### config.mk
export PLATFORM = sky130hd
export DESIGN_NAME = shower_max_and_centroid_finder
export DESIGN_NICKNAME = d
export VERILOG_FILES = /design/src/rtl/smcf_pkg.sv /design/src/rtl/smcf_front.sv /design/src/rtl/smcf_queue.sv /design/src/rtl/smcf_back.sv /design/src/rtl/shower_max_and_centroid_finder.sv
export VERILOG_INCLUDE_DIRS = /design/src /design/src/rtl
export SDC_FILE = /design/constraint.sdc
export NUM_CORES = 2
export LEC_CHECK = 0
export ABC_AREA = 1
export BUFFER_PORTS_ARGS = -buffer_cell sky130_fd_sc_hd__buf_2
export CAP_MARGIN = 20
export CORE_MARGIN = 8
export CORE_UTILIZATION = 40
export CTS_BUF_LIST = sky130_fd_sc_hd__clkbuf_16
export DETAILED_ROUTE_END_ITERATION = 10
export HOLD_SLACK_MARGIN = 0.03
export RECOVER_POWER = 50
export SLEW_MARGIN = 25
export SYNTH_ARGS = -nofsm -noshare
export SYNTH_HDL_FRONTEND = slang
export SYNTH_HIERARCHICAL = 1
export SYNTH_SLANG_ARGS = --single-unit
### constraint.sdc
create_clock -name clk -period 32.1 [get_ports clk]
set_clock_uncertainty 0.1 [all_clocks]
set_input_delay 6.42 -clock clk [delete_from_list [all_inputs] [get_ports clk]]
set_output_delay 6.42 -clock clk [all_outputs]
set_load 0.02 [all_outputs]
### src/rtl/shower_max_and_centroid_finder_assert.svh
// Assertion macros for the shower finder; only the event queue module uses them.
// Both macros expect a signal named clk, and SMCF_ASSERT also rst_n, in the scope where it is used.
`ifndef SHOWER_MAX_AND_CENTROID_FINDER_ASSERT_SVH
`define SHOWER_MAX_AND_CENTROID_FINDER_ASSERT_SVH
`ifndef NO_ASSERTIONS
`define SMCF_ASSERT(lbl, prop) \
  lbl: assert property (@(posedge clk) disable iff (!rst_n) prop) \
    else $error("shower finder assertion failed");
`define SMCF_ASSERT_ALWAYS(lbl, prop) \
  lbl: assert property (@(posedge clk) prop) \
    else $error("shower finder assertion failed");
`else
`define SMCF_ASSERT(lbl, prop)
`define SMCF_ASSERT_ALWAYS(lbl, prop)
`endif
`endif

### src/rtl/smcf_pkg.sv
package smcf_pkg;

  localparam int MAX_LAYERS = 64;
  localparam int MAX_HITS   = 4096;

  localparam int Z_W     = 16;
  localparam int E_W     = 16;
  localparam int LAYER_W = 6;
  localparam int HITS_W  = 12;
  localparam int ESUM_W  = 28;
  localparam int WSUM_W  = 44;
  localparam int PROD_W  = Z_W + E_W;
  localparam int CENT_W  = 16;

  localparam int LAYER_CAP_I = (MAX_LAYERS - 1 > 63) ? 63 : MAX_LAYERS - 1;
  localparam int HIT_CAP_I   = (MAX_HITS - 1 > 4095) ? 4095 : MAX_HITS - 1;
  localparam logic [LAYER_W-1:0] LAYER_CAP = LAYER_W'(LAYER_CAP_I);
  localparam logic [HITS_W-1:0]  HIT_CAP   = HITS_W'(HIT_CAP_I);

  localparam logic [ESUM_W-1:0] E_MAX = '1;
  localparam logic [WSUM_W-1:0] W_MAX = '1;
  localparam logic [CENT_W-1:0] CENT_MAX = '1;

  // Event queue between the accumulator and the divider.
  localparam int QDEPTH = 2;
  localparam int QPTR_W = (QDEPTH > 1) ? $clog2(QDEPTH) : 1;
  localparam int QCNT_W = $clog2(QDEPTH + 1);

  localparam int DIV_STEPS = WSUM_W;
  localparam int DCNT_W    = $clog2(DIV_STEPS);

  typedef struct packed {
    logic [Z_W-1:0] hit_z;
    logic [E_W-1:0] hit_energy;
    logic           last_hit;
  } hit_t;

  typedef struct packed {
    logic [LAYER_W-1:0] max_energy_layer;
    logic [LAYER_W-1:0] max_hits_layer;
    logic [Z_W-1:0]     max_energy_z;
    logic [Z_W-1:0]     max_hits_z;
    logic [ESUM_W-1:0]  total_energy;
    logic [CENT_W-1:0]  centroid_z;
    logic               zero_energy;
  } result_t;

  // One finished event, waiting for its centroid division.
  typedef struct packed {
    logic [LAYER_W-1:0] max_energy_layer;
    logic [LAYER_W-1:0] max_hits_layer;
    logic [Z_W-1:0]     max_energy_z;
    logic [Z_W-1:0]     max_hits_z;
    logic [ESUM_W-1:0]  total_energy;
    logic [WSUM_W-1:0]  weighted_z_sum;
  } event_t;

  typedef struct packed {
    logic              empty;
    logic [QCNT_W-1:0] count;
  } qstat_t;

  function automatic logic [ESUM_W-1:0] sat_add_e(input logic [ESUM_W-1:0] a,
                                                  input logic [ESUM_W-1:0] b);
    logic [ESUM_W:0] s;
    s = {1'b0, a} + {1'b0, b};
    return s[ESUM_W] ? E_MAX : s[ESUM_W-1:0];
  endfunction

endpackage

### src/rtl/smcf_front.sv
module smcf_front (
  input  logic                clk,
  input  logic                rst_n,
  input  logic                in_push,
  output logic                in_full,
  input  smcf_pkg::hit_t      in_hit,
  input  smcf_pkg::qstat_t    q_stat,
  output logic                q_push,
  output smcf_pkg::event_t    q_data
);

  // Input register, with the hit's z times energy product formed on entry.
  logic                         s0_v_r, s0_v_nxt;
  smcf_pkg::hit_t               s0_hit_r;
  logic [smcf_pkg::PROD_W-1:0]  s0_prod_r;

  logic                         first_r, first_nxt;
  logic [smcf_pkg::Z_W-1:0]     cur_z_r, cur_z_nxt;
  logic [smcf_pkg::LAYER_W-1:0] lcnt_r, lcnt_nxt;
  logic [smcf_pkg::ESUM_W-1:0]  lsum_r, lsum_nxt;
  logic [smcf_pkg::HITS_W-1:0]  lhits_r, lhits_nxt;
  logic [smcf_pkg::ESUM_W-1:0]  bsum_r, bsum_nxt;
  logic [smcf_pkg::LAYER_W-1:0] bsum_idx_r, bsum_idx_nxt;
  logic [smcf_pkg::Z_W-1:0]     bsum_z_r, bsum_z_nxt;
  logic [smcf_pkg::HITS_W-1:0]  bhits_r, bhits_nxt;
  logic [smcf_pkg::LAYER_W-1:0] bhits_idx_r, bhits_idx_nxt;
  logic [smcf_pkg::Z_W-1:0]     bhits_z_r, bhits_z_nxt;
  logic [smcf_pkg::ESUM_W-1:0]  tot_r, tot_nxt;
  logic [smcf_pkg::WSUM_W-1:0]  wsum_r, wsum_nxt;

  logic                         accept;
  logic                         pend_push;
  logic [smcf_pkg::QCNT_W:0]    room_need;
  logic [smcf_pkg::ESUM_W-1:0]  e_ext;
  logic [smcf_pkg::WSUM_W:0]    wsum_add;
  logic                         new_layer;

  // The item in the input register always retires in the current cycle, so the
  // queue must have room for any event it closes and for one more.
  assign pend_push = s0_v_r && s0_hit_r.last_hit;
  assign room_need = {1'b0, q_stat.count} + {{smcf_pkg::QCNT_W{1'b0}}, pend_push};
  assign in_full   = (room_need >= (smcf_pkg::QCNT_W + 1)'(smcf_pkg::QDEPTH));
  assign accept    = in_push && !in_full;
  assign s0_v_nxt  = accept;

  assign e_ext    = {{(smcf_pkg::ESUM_W - smcf_pkg::E_W){1'b0}}, s0_hit_r.hit_energy};
  assign wsum_add = {1'b0, wsum_r} + (smcf_pkg::WSUM_W + 1)'(s0_prod_r);
  assign new_layer = (s0_hit_r.hit_z != cur_z_r) && (lcnt_r < smcf_pkg::LAYER_CAP);

  always_comb begin
    first_nxt     = first_r;
    cur_z_nxt     = cur_z_r;
    lcnt_nxt      = lcnt_r;
    lsum_nxt      = lsum_r;
    lhits_nxt     = lhits_r;
    bsum_nxt      = bsum_r;
    bsum_idx_nxt  = bsum_idx_r;
    bsum_z_nxt    = bsum_z_r;
    bhits_nxt     = bhits_r;
    bhits_idx_nxt = bhits_idx_r;
    bhits_z_nxt   = bhits_z_r;
    tot_nxt       = tot_r;
    wsum_nxt      = wsum_r;
    q_push        = 1'b0;
    q_data        = '0;
    if (s0_v_r) begin
      tot_nxt  = smcf_pkg::sat_add_e(tot_r, e_ext);
      wsum_nxt = wsum_add[smcf_pkg::WSUM_W] ? smcf_pkg::W_MAX
                                             : wsum_add[smcf_pkg::WSUM_W-1:0];
      if (first_r) begin
        first_nxt     = 1'b0;
        cur_z_nxt     = s0_hit_r.hit_z;
        lcnt_nxt      = '0;
        lsum_nxt      = e_ext;
        lhits_nxt     = smcf_pkg::HITS_W'(1);
        bsum_nxt      = e_ext;
        bsum_idx_nxt  = '0;
        bsum_z_nxt    = s0_hit_r.hit_z;
        bhits_nxt     = smcf_pkg::HITS_W'(1);
        bhits_idx_nxt = '0;
        bhits_z_nxt   = s0_hit_r.hit_z;
      end else begin
        if (new_layer) begin
          lcnt_nxt  = lcnt_r + smcf_pkg::LAYER_W'(1);
          cur_z_nxt = s0_hit_r.hit_z;
          lsum_nxt  = e_ext;
          lhits_nxt = smcf_pkg::HITS_W'(1);
        end else begin
          lsum_nxt = smcf_pkg::sat_add_e(lsum_r, e_ext);
          if (lhits_r < smcf_pkg::HIT_CAP) begin
            lhits_nxt = lhits_r + smcf_pkg::HITS_W'(1);
          end
        end
        // Strict compares keep the earlier layer on a tie.
        if (lsum_nxt > bsum_r) begin
          bsum_nxt     = lsum_nxt;
          bsum_idx_nxt = lcnt_nxt;
          bsum_z_nxt   = cur_z_nxt;
        end
        if (lhits_nxt > bhits_r) begin
          bhits_nxt     = lhits_nxt;
          bhits_idx_nxt = lcnt_nxt;
          bhits_z_nxt   = cur_z_nxt;
        end
      end
      if (s0_hit_r.last_hit) begin
        q_push                  = 1'b1;
        q_data.max_energy_layer = bsum_idx_nxt;
        q_data.max_hits_layer   = bhits_idx_nxt;
        q_data.max_energy_z     = bsum_z_nxt;
        q_data.max_hits_z       = bhits_z_nxt;
        q_data.total_energy     = tot_nxt;
        q_data.weighted_z_sum   = wsum_nxt;
        // Rearm for the next event; the layer state is rewritten by its first hit.
        first_nxt = 1'b1;
        tot_nxt   = '0;
        wsum_nxt  = '0;
      end
    end
  end

  always_ff @(posedge clk) begin
    if (!rst_n) begin
      s0_v_r      <= 1'b0;
      first_r     <= 1'b1;
      cur_z_r     <= '0;
      lcnt_r      <= '0;
      lsum_r      <= '0;
      lhits_r     <= '0;
      bsum_r      <= '0;
      bsum_idx_r  <= '0;
      bsum_z_r    <= '0;
      bhits_r     <= '0;
      bhits_idx_r <= '0;
      bhits_z_r   <= '0;
      tot_r       <= '0;
      wsum_r      <= '0;
    end else begin
      s0_v_r      <= s0_v_nxt;
      first_r     <= first_nxt;
      cur_z_r     <= cur_z_nxt;
      lcnt_r      <= lcnt_nxt;
      lsum_r      <= lsum_nxt;
      lhits_r     <= lhits_nxt;
      bsum_r      <= bsum_nxt;
      bsum_idx_r  <= bsum_idx_nxt;
      bsum_z_r    <= bsum_z_nxt;
      bhits_r     <= bhits_nxt;
      bhits_idx_r <= bhits_idx_nxt;
      bhits_z_r   <= bhits_z_nxt;
      tot_r       <= tot_nxt;
      wsum_r      <= wsum_nxt;
    end
  end

  always_ff @(posedge clk) begin
    if (accept) begin
      s0_hit_r  <= in_hit;
      s0_prod_r <= in_hit.hit_z * in_hit.hit_energy;
    end
  end

endmodule

### src/rtl/smcf_queue.sv
`include "shower_max_and_centroid_finder_assert.svh"

module smcf_queue (
  input  logic              clk,
  input  logic              rst_n,
  input  logic              push,
  input  smcf_pkg::event_t  wr_data,
  input  logic              pop,
  output smcf_pkg::event_t  rd_data,
  output smcf_pkg::qstat_t  stat
);

  smcf_pkg::event_t               slot_r [smcf_pkg::QDEPTH];
  logic [smcf_pkg::QPTR_W-1:0]    wr_ptr_r, wr_ptr_nxt;
  logic [smcf_pkg::QPTR_W-1:0]    rd_ptr_r, rd_ptr_nxt;
  logic [smcf_pkg::QCNT_W-1:0]    count_r, count_nxt;

  localparam logic [smcf_pkg::QPTR_W-1:0] LAST_PTR = smcf_pkg::QPTR_W'(smcf_pkg::QDEPTH - 1);

  assign rd_data    = slot_r[rd_ptr_r];
  assign stat.empty = (count_r == '0);
  assign stat.count = count_r;

  always_comb begin
    wr_ptr_nxt = wr_ptr_r;
    rd_ptr_nxt = rd_ptr_r;
    count_nxt  = count_r;
    if (push) begin
      wr_ptr_nxt = (wr_ptr_r == LAST_PTR) ? '0 : wr_ptr_r + smcf_pkg::QPTR_W'(1);
    end
    if (pop) begin
      rd_ptr_nxt = (rd_ptr_r == LAST_PTR) ? '0 : rd_ptr_r + smcf_pkg::QPTR_W'(1);
    end
    if (push && !pop) begin
      count_nxt = count_r + smcf_pkg::QCNT_W'(1);
    end else if (pop && !push) begin
      count_nxt = count_r - smcf_pkg::QCNT_W'(1);
    end
  end

  always_ff @(posedge clk) begin
    if (!rst_n) begin
      wr_ptr_r <= '0;
      rd_ptr_r <= '0;
      count_r  <= '0;
    end else begin
      wr_ptr_r <= wr_ptr_nxt;
      rd_ptr_r <= rd_ptr_nxt;
      count_r  <= count_nxt;
    end
  end

  always_ff @(posedge clk) begin
    if (push) begin
      slot_r[wr_ptr_r] <= wr_data;
    end
  end

  `SMCF_ASSERT(a_no_overflow, push |-> (count_r < smcf_pkg::QCNT_W'(smcf_pkg::QDEPTH)))
  `SMCF_ASSERT(a_no_underflow, pop |-> (count_r != '0))
  `SMCF_ASSERT(a_count_up, (push && !pop) |=> (count_r == $past(count_r) + smcf_pkg::QCNT_W'(1)))
  `SMCF_ASSERT(a_count_bound, count_r <= smcf_pkg::QCNT_W'(smcf_pkg::QDEPTH))
  `SMCF_ASSERT_ALWAYS(a_reset_clears, !rst_n |=> (count_r == '0))

endmodule

### src/rtl/smcf_back.sv
module smcf_back (
  input  logic               clk,
  input  logic               rst_n,
  input  smcf_pkg::qstat_t   q_stat,
  input  smcf_pkg::event_t   q_data,
  output logic               q_pop,
  output logic               out_empty,
  input  logic               out_pop,
  output smcf_pkg::result_t  out_result
);

  typedef enum logic [1:0] {ST_IDLE, ST_DIV, ST_FIN} state_t;

  state_t                       state_r;
  smcf_pkg::event_t             ev_r;
  logic [smcf_pkg::WSUM_W-1:0]  dvd_r;
  logic [smcf_pkg::ESUM_W-1:0]  dvs_r;
  logic [smcf_pkg::ESUM_W:0]    rem_r;
  logic [smcf_pkg::WSUM_W-1:0]  quo_r;
  logic [smcf_pkg::DCNT_W-1:0]  cnt_r;
  logic                         zero_r;
  logic                         out_v_r;
  smcf_pkg::result_t            out_r;

  logic [smcf_pkg::ESUM_W:0]    rem_sh;
  logic [smcf_pkg::ESUM_W:0]    rem_step;
  logic                         ge;
  logic                         slot_free;
  logic [smcf_pkg::CENT_W-1:0]  cent;

  // Restoring division, one quotient bit per cycle, most significant first.
  assign rem_sh   = {rem_r[smcf_pkg::ESUM_W-1:0], dvd_r[smcf_pkg::WSUM_W-1]};
  assign ge       = (rem_sh >= {1'b0, dvs_r});
  assign rem_step = ge ? (rem_sh - {1'b0, dvs_r}) : rem_sh;

  assign slot_free = !out_v_r || out_pop;
  assign cent = zero_r ? '0
              : (|quo_r[smcf_pkg::WSUM_W-1:smcf_pkg::CENT_W]) ? smcf_pkg::CENT_MAX
              : quo_r[smcf_pkg::CENT_W-1:0];

  assign q_pop      = (state_r == ST_IDLE) && !q_stat.empty;
  assign out_empty  = !out_v_r;
  assign out_result = out_r;

  always_ff @(posedge clk) begin
    if (!rst_n) begin
      state_r <= ST_IDLE;
      out_v_r <= 1'b0;
    end else begin
      // A new result may replace the one being popped in the same cycle.
      if ((state_r == ST_FIN) && slot_free) begin
        out_v_r <= 1'b1;
      end else if (out_pop && out_v_r) begin
        out_v_r <= 1'b0;
      end
      case (state_r)
        ST_IDLE: begin
          if (!q_stat.empty) begin
            ev_r   <= q_data;
            dvd_r  <= q_data.weighted_z_sum;
            dvs_r  <= q_data.total_energy;
            rem_r  <= '0;
            quo_r  <= '0;
            cnt_r  <= '0;
            zero_r <= (q_data.total_energy == '0);
            state_r <= (q_data.total_energy == '0) ? ST_FIN : ST_DIV;
          end
        end
        ST_DIV: begin
          rem_r <= rem_step;
          quo_r <= {quo_r[smcf_pkg::WSUM_W-2:0], ge};
          dvd_r <= {dvd_r[smcf_pkg::WSUM_W-2:0], 1'b0};
          if (cnt_r == smcf_pkg::DCNT_W'(smcf_pkg::DIV_STEPS - 1)) begin
            state_r <= ST_FIN;
          end else begin
            cnt_r <= cnt_r + smcf_pkg::DCNT_W'(1);
          end
        end
        ST_FIN: begin
          if (slot_free) begin
            out_r.max_energy_layer <= ev_r.max_energy_layer;
            out_r.max_hits_layer   <= ev_r.max_hits_layer;
            out_r.max_energy_z     <= ev_r.max_energy_z;
            out_r.max_hits_z       <= ev_r.max_hits_z;
            out_r.total_energy     <= ev_r.total_energy;
            out_r.centroid_z       <= cent;
            out_r.zero_energy      <= zero_r;
            state_r <= ST_IDLE;
          end
        end
        default: begin
          state_r <= ST_IDLE;
        end
      endcase
    end
  end

endmodule

### src/rtl/shower_max_and_centroid_finder.sv
// Shower maximum and centroid finder. Calorimeter hits enter one beat per
// clock while full is low, through a queue-style port (push/full), and are
// accumulated one at a time: the block tracks the current layer's energy
// sum and hit count, the layers holding the largest of each (the earlier
// layer wins a tie), the event's total energy and its energy-weighted z
// sum. A new z value opens a new layer; layer index, hit count and sums
// saturate. The hit flagged last closes the event and hands its figures to
// a two-entry event queue. A divider behind that queue forms the centroid,
// floor(weighted sum / total energy) saturated to 16 bits, one quotient bit
// per cycle: the back end loads the event, divides and writes the result
// register once it is free, skipping the division for zero total energy, in
// which case zero_energy is set and the centroid is 0. Results leave through a
// queue-style port (empty/pop) with one output register, and the divider
// starts on the next event while a result waits there. Hits are taken at
// one per cycle while full is low; short events fill the event queue and
// full then holds the input until the divider has retired an event.
module shower_max_and_centroid_finder (
  input  logic               clk,
  input  logic               rst_n,
  input  logic               in_push,
  output logic               in_full,
  input  smcf_pkg::hit_t     in_hit,
  output logic               out_empty,
  input  logic               out_pop,
  output smcf_pkg::result_t  out_result
);

  logic              q_push;
  logic              q_pop;
  smcf_pkg::event_t  q_wr_data;
  smcf_pkg::event_t  q_rd_data;
  smcf_pkg::qstat_t  q_stat;

  // Front end: input register, multiply, and the per-hit accumulators.
  smcf_front u_front (
    .clk     (clk),
    .rst_n   (rst_n),
    .in_push (in_push),
    .in_full (in_full),
    .in_hit  (in_hit),
    .q_stat  (q_stat),
    .q_push  (q_push),
    .q_data  (q_wr_data)
  );

  // Finished events wait here, so the front end keeps taking hits during a division.
  smcf_queue u_queue (
    .clk     (clk),
    .rst_n   (rst_n),
    .push    (q_push),
    .wr_data (q_wr_data),
    .pop     (q_pop),
    .rd_data (q_rd_data),
    .stat    (q_stat)
  );

  // Back end: serial centroid division and the output register.
  smcf_back u_back (
    .clk        (clk),
    .rst_n      (rst_n),
    .q_stat     (q_stat),
    .q_data     (q_rd_data),
    .q_pop      (q_pop),
    .out_empty  (out_empty),
    .out_pop    (out_pop),
    .out_result (out_result)
  );

endmodule
==> run_results.csv <==
group,metric,value,unit
clock_network,cts_buffers,88,
pwr,p_per_area,86.0,nW/um^2
placed_design,io_buffers,127,
grt,grt_pass1_wl,208,mm
yosys,synth_edf_count,581,
final_layout,syn2layout_area_growth,8.89,%
yosys,synth_area_leaders,"edfxtp_1 34%, nand2_1 13%, dfxtp_1 9.0%, fa_1 7.8%, inv_1 7.8%",
clock_network,insertion_delay,690,ps
yosys,synth_seq_area_share,0.434,
timing,fmax,0.0813,GHz
clock_network,cts-resized-gates,0,
drt,ant_nets,0,
yosys,async_reset_ff_frac,0,
setup_path,r2r_start,"u_front/s0_v_r",
yosys,syn_area_per_cell,8.33,sq um
yosys,netlist_area,50700,sq um
placed_design,hpwl,93.6,mm
drt,viasPerCell,4.94,
die,row_count,130,
final_layout,final_common_cell,"nand2_1",
worst_hold_path,hp-class,"flip-flop to flip-flop",
setup_path,cp.required,32410,ps
die,core-area,126000,sq um
clock_network,clock_path_buffers,3,
clock_network,h-tree-depth,3,
job,cap_violations,19,
outcome,violations,"max-capacitance violations, max-slew violations",
worst_hold_path,whs_endpoint,"u_back/out_result[71]",
die,die_area,138000,sq um
final_layout,design_area,55200,sq um
die,die_x,372,um
final_layout,mostFrequentLayoutCells,"1818 x nand2_1, 1080 x inv_1, 581 x edfxtp_1",
final_layout,layout-drive-gt1-share,0.0653,
final_layout,fin_nets,6574,
yosys,synthFlopType,"edfxtp_1",
setup_path,r2r_slack,19990,ps
drt,avgRoutedWirePerCell,16.7,um
grt,grt.overflow.total,0,
drt,dr.pass1.iters,6,
die,die_h,372,um
yosys,ys_seq_elements,809,
drt,drt_wl_total,131,mm
timing,slew_viol_final,904,
timing,tightest_slew,3760,ps
clock_network,cts_setup_buffers,0,
yosys,yosysTopAreaCell,"edfxtp_1",
pwr,leakage,0.0256,uW
placed_design,pre_cts_slack,19820,ps
timing,setup_slack,19810,ps
drt,drt_iter0_markers,2664,
timing,hold_violations,0,
setup_path,critPathMaxFanout,17,
drt,num_vias,38697,
setup_path,end_kind,"flip-flop",
placed_design,place_congestion,0.920,
die,start_util,0.403,
timing,period_needed,12290,ps
grt,grt_pass1_vias,37933,
outcome,status,"finished with violations",
timing,final.setup.tns,0,ps
setup_path,crit_arrival,12600,ps
setup_path,r2r-end,"u_queue/slot_r[0][92]",
clock_network,cts_tree,"done",
yosys,yosys.area.top_type_share,0.344,
drt,drc,0,
timing,slew_headroom,-1.50,
clock_network,root_buffer,"clkbuf_16",
worst_hold_path,whs_path_depth,0,
grt,grt_max_degree,101,
pwr,peakVddDrop,0.0965,mV
yosys,yosys_warnings,6,
yosys,postSynthCellCount,6080,
yosys,synth_cell_type_count,55,
final_layout,nFillCells,12484,
timing,period_share,0.383,
setup_path,reg2reg_depth,7,
timing,rsz0062_at_grt,"no",
grt,grt_use_total,0.186,
grt,antenna_found_initial,5,
final_layout,post-route-util,0.439,
clock_network,cts_hold_buffers,0,
setup_path,worstSetupPathType,"input port to flip-flop",
clock_network,clk_pin_slew,60,ps
setup_path,cp-start-kind,"input port",
clock_network,cts_sinks,809,
yosys,synth_nets,6555,
timing,setup_viol_count_final,0,
die,ios,128,
worst_hold_path,hold_start,"u_back/ev_r[98]",
placed_design,placed_area,52600,sq um
==> worst max-delay path: stages <==
cell and delay [ps]:
clkbuf_1 1070, nand2_1 110, inv_1 120, fa_1 460, fa_1 520, fa_1 530
fa_1 550, fa_1 550, inv_1 50, fa_1 530, inv_1 40, ha_1 370
a21oi_1 280, o21ai_0 160, a21oi_1 180, nand3_1 160, nand2_1 110, nand2_1 80
nand2_1 60, nand2_1 50, xor2_1 140
==> through the flow <==
stage                     power [uW]  std cells  hold slack (ps)
after CTS                       4790       7825              318
after global routing            5140       7825              328
final                           4740       7827              317
after detailed placement        3760       7659              306
after floorplan                 3180       6080              300
after global placement          3760       7659              306
==> flip-flops by register name, summed over array words and instances, names as in the netlist, 32 cells and up, named ones only <==
register and flops:
u_queue/slot_r 232, u_back/out_result 89, u_back/dvd_r 44, u_back/ev_r 44
u_back/quo_r 44, u_front/wsum_r 44, u_front/s0_prod_r 32
==> report_power, final <==
group / internal [uW] / switching, uW / total [uW] / leakage, uW
Combinational: 786 / 1430 / 2220 / 0.0169
Clock: 563 / 434 / 997 / 0.00146
Sequential: 1410 / 120 / 1530 / 0.00726
Total: 2760 / 1990 / 4740 / 0.0256
==> kinds of logic (layout without fill, tap and decap cells) <==
family | count (synthesis) | after routing | share of synthesized area
other cells | 0 | 2 | 0
compound gates | 603 | 603 | 0.0636
xor+xnor | 94 | 94 | 0.0162
mux | 116 | 116 | 0.0287
flops | 809 | 809 | 0.434
buf+inv | 1307 | 1402 | 0.101
simple gates | 2713 | 2713 | 0.219
fa+ha+maj | 438 | 438 | 0.137
==> synth_stat cells (12+ instances only) <==
master       n
o21ai_0    145
xor2_1      47
buf_6       17
mux2_4      40
clkbuf_1   162
nor3_1      27
nor4_1      13
o21bai_1    13
fa_1       198
or2_2       23
nand2_2     12
ha_1       240
inv_1     1055
nor2_1     438
xnor2_1     47
a21oi_1    380
nand3_1    260
and2_1      24
dfxtp_1    228
nand4_1     48
edfxtp_1   581
nand2_1   1816
inv_2       26
nor2_2      17
o21ai_1     13
buf_2       27
mux2_2      76
a31oi_1     13
==> final cells by class <==
cell class / count / area, sq um / share of cell area
Multi-Input combinational cell: 3964 / 23400 / 0.424
Sequential cell: 809 / 22000 / 0.399
Inverter: 1084 / 4070 / 0.0738
Clock buffer: 90 / 2250 / 0.0408
Tap cell: 1650 / 2060 / 0.0374
Timing Repair Buffer: 152 / 747 / 0.0135
Clock inverter: 76 / 603 / 0.0109
Antenna cell: 2 / 5.00 / 0.0000907
==> metal layers <==
layer	vias up	global-route usage	share of wire
met5	-	0	0.00010
met4	2	0.0519	0.023
met3	174	0.0212	0.054
met2	959	0.306	0.45
met1	18350	0.261	0.47
li1	19212	-	-
==> how the worst max path moves through the flow <==
stage          cells after the start            from                    end
2_1_floorplan                      3           rst_n        u_back/cnt_r[0]
3_3_place_gp                      21      in_hit[24]  u_front/s0_prod_r[28]
3_5_place_dp                      21      in_hit[11]  u_front/s0_prod_r[28]
4_1_cts                           21      in_hit[11]  u_front/s0_prod_r[28]
5_1_grt                            7  u_front/s0_v_r  u_queue/slot_r[0][92]
6_report                          21      in_hit[19]  u_front/s0_prod_r[29]
(Power assumes the default switching activity.)
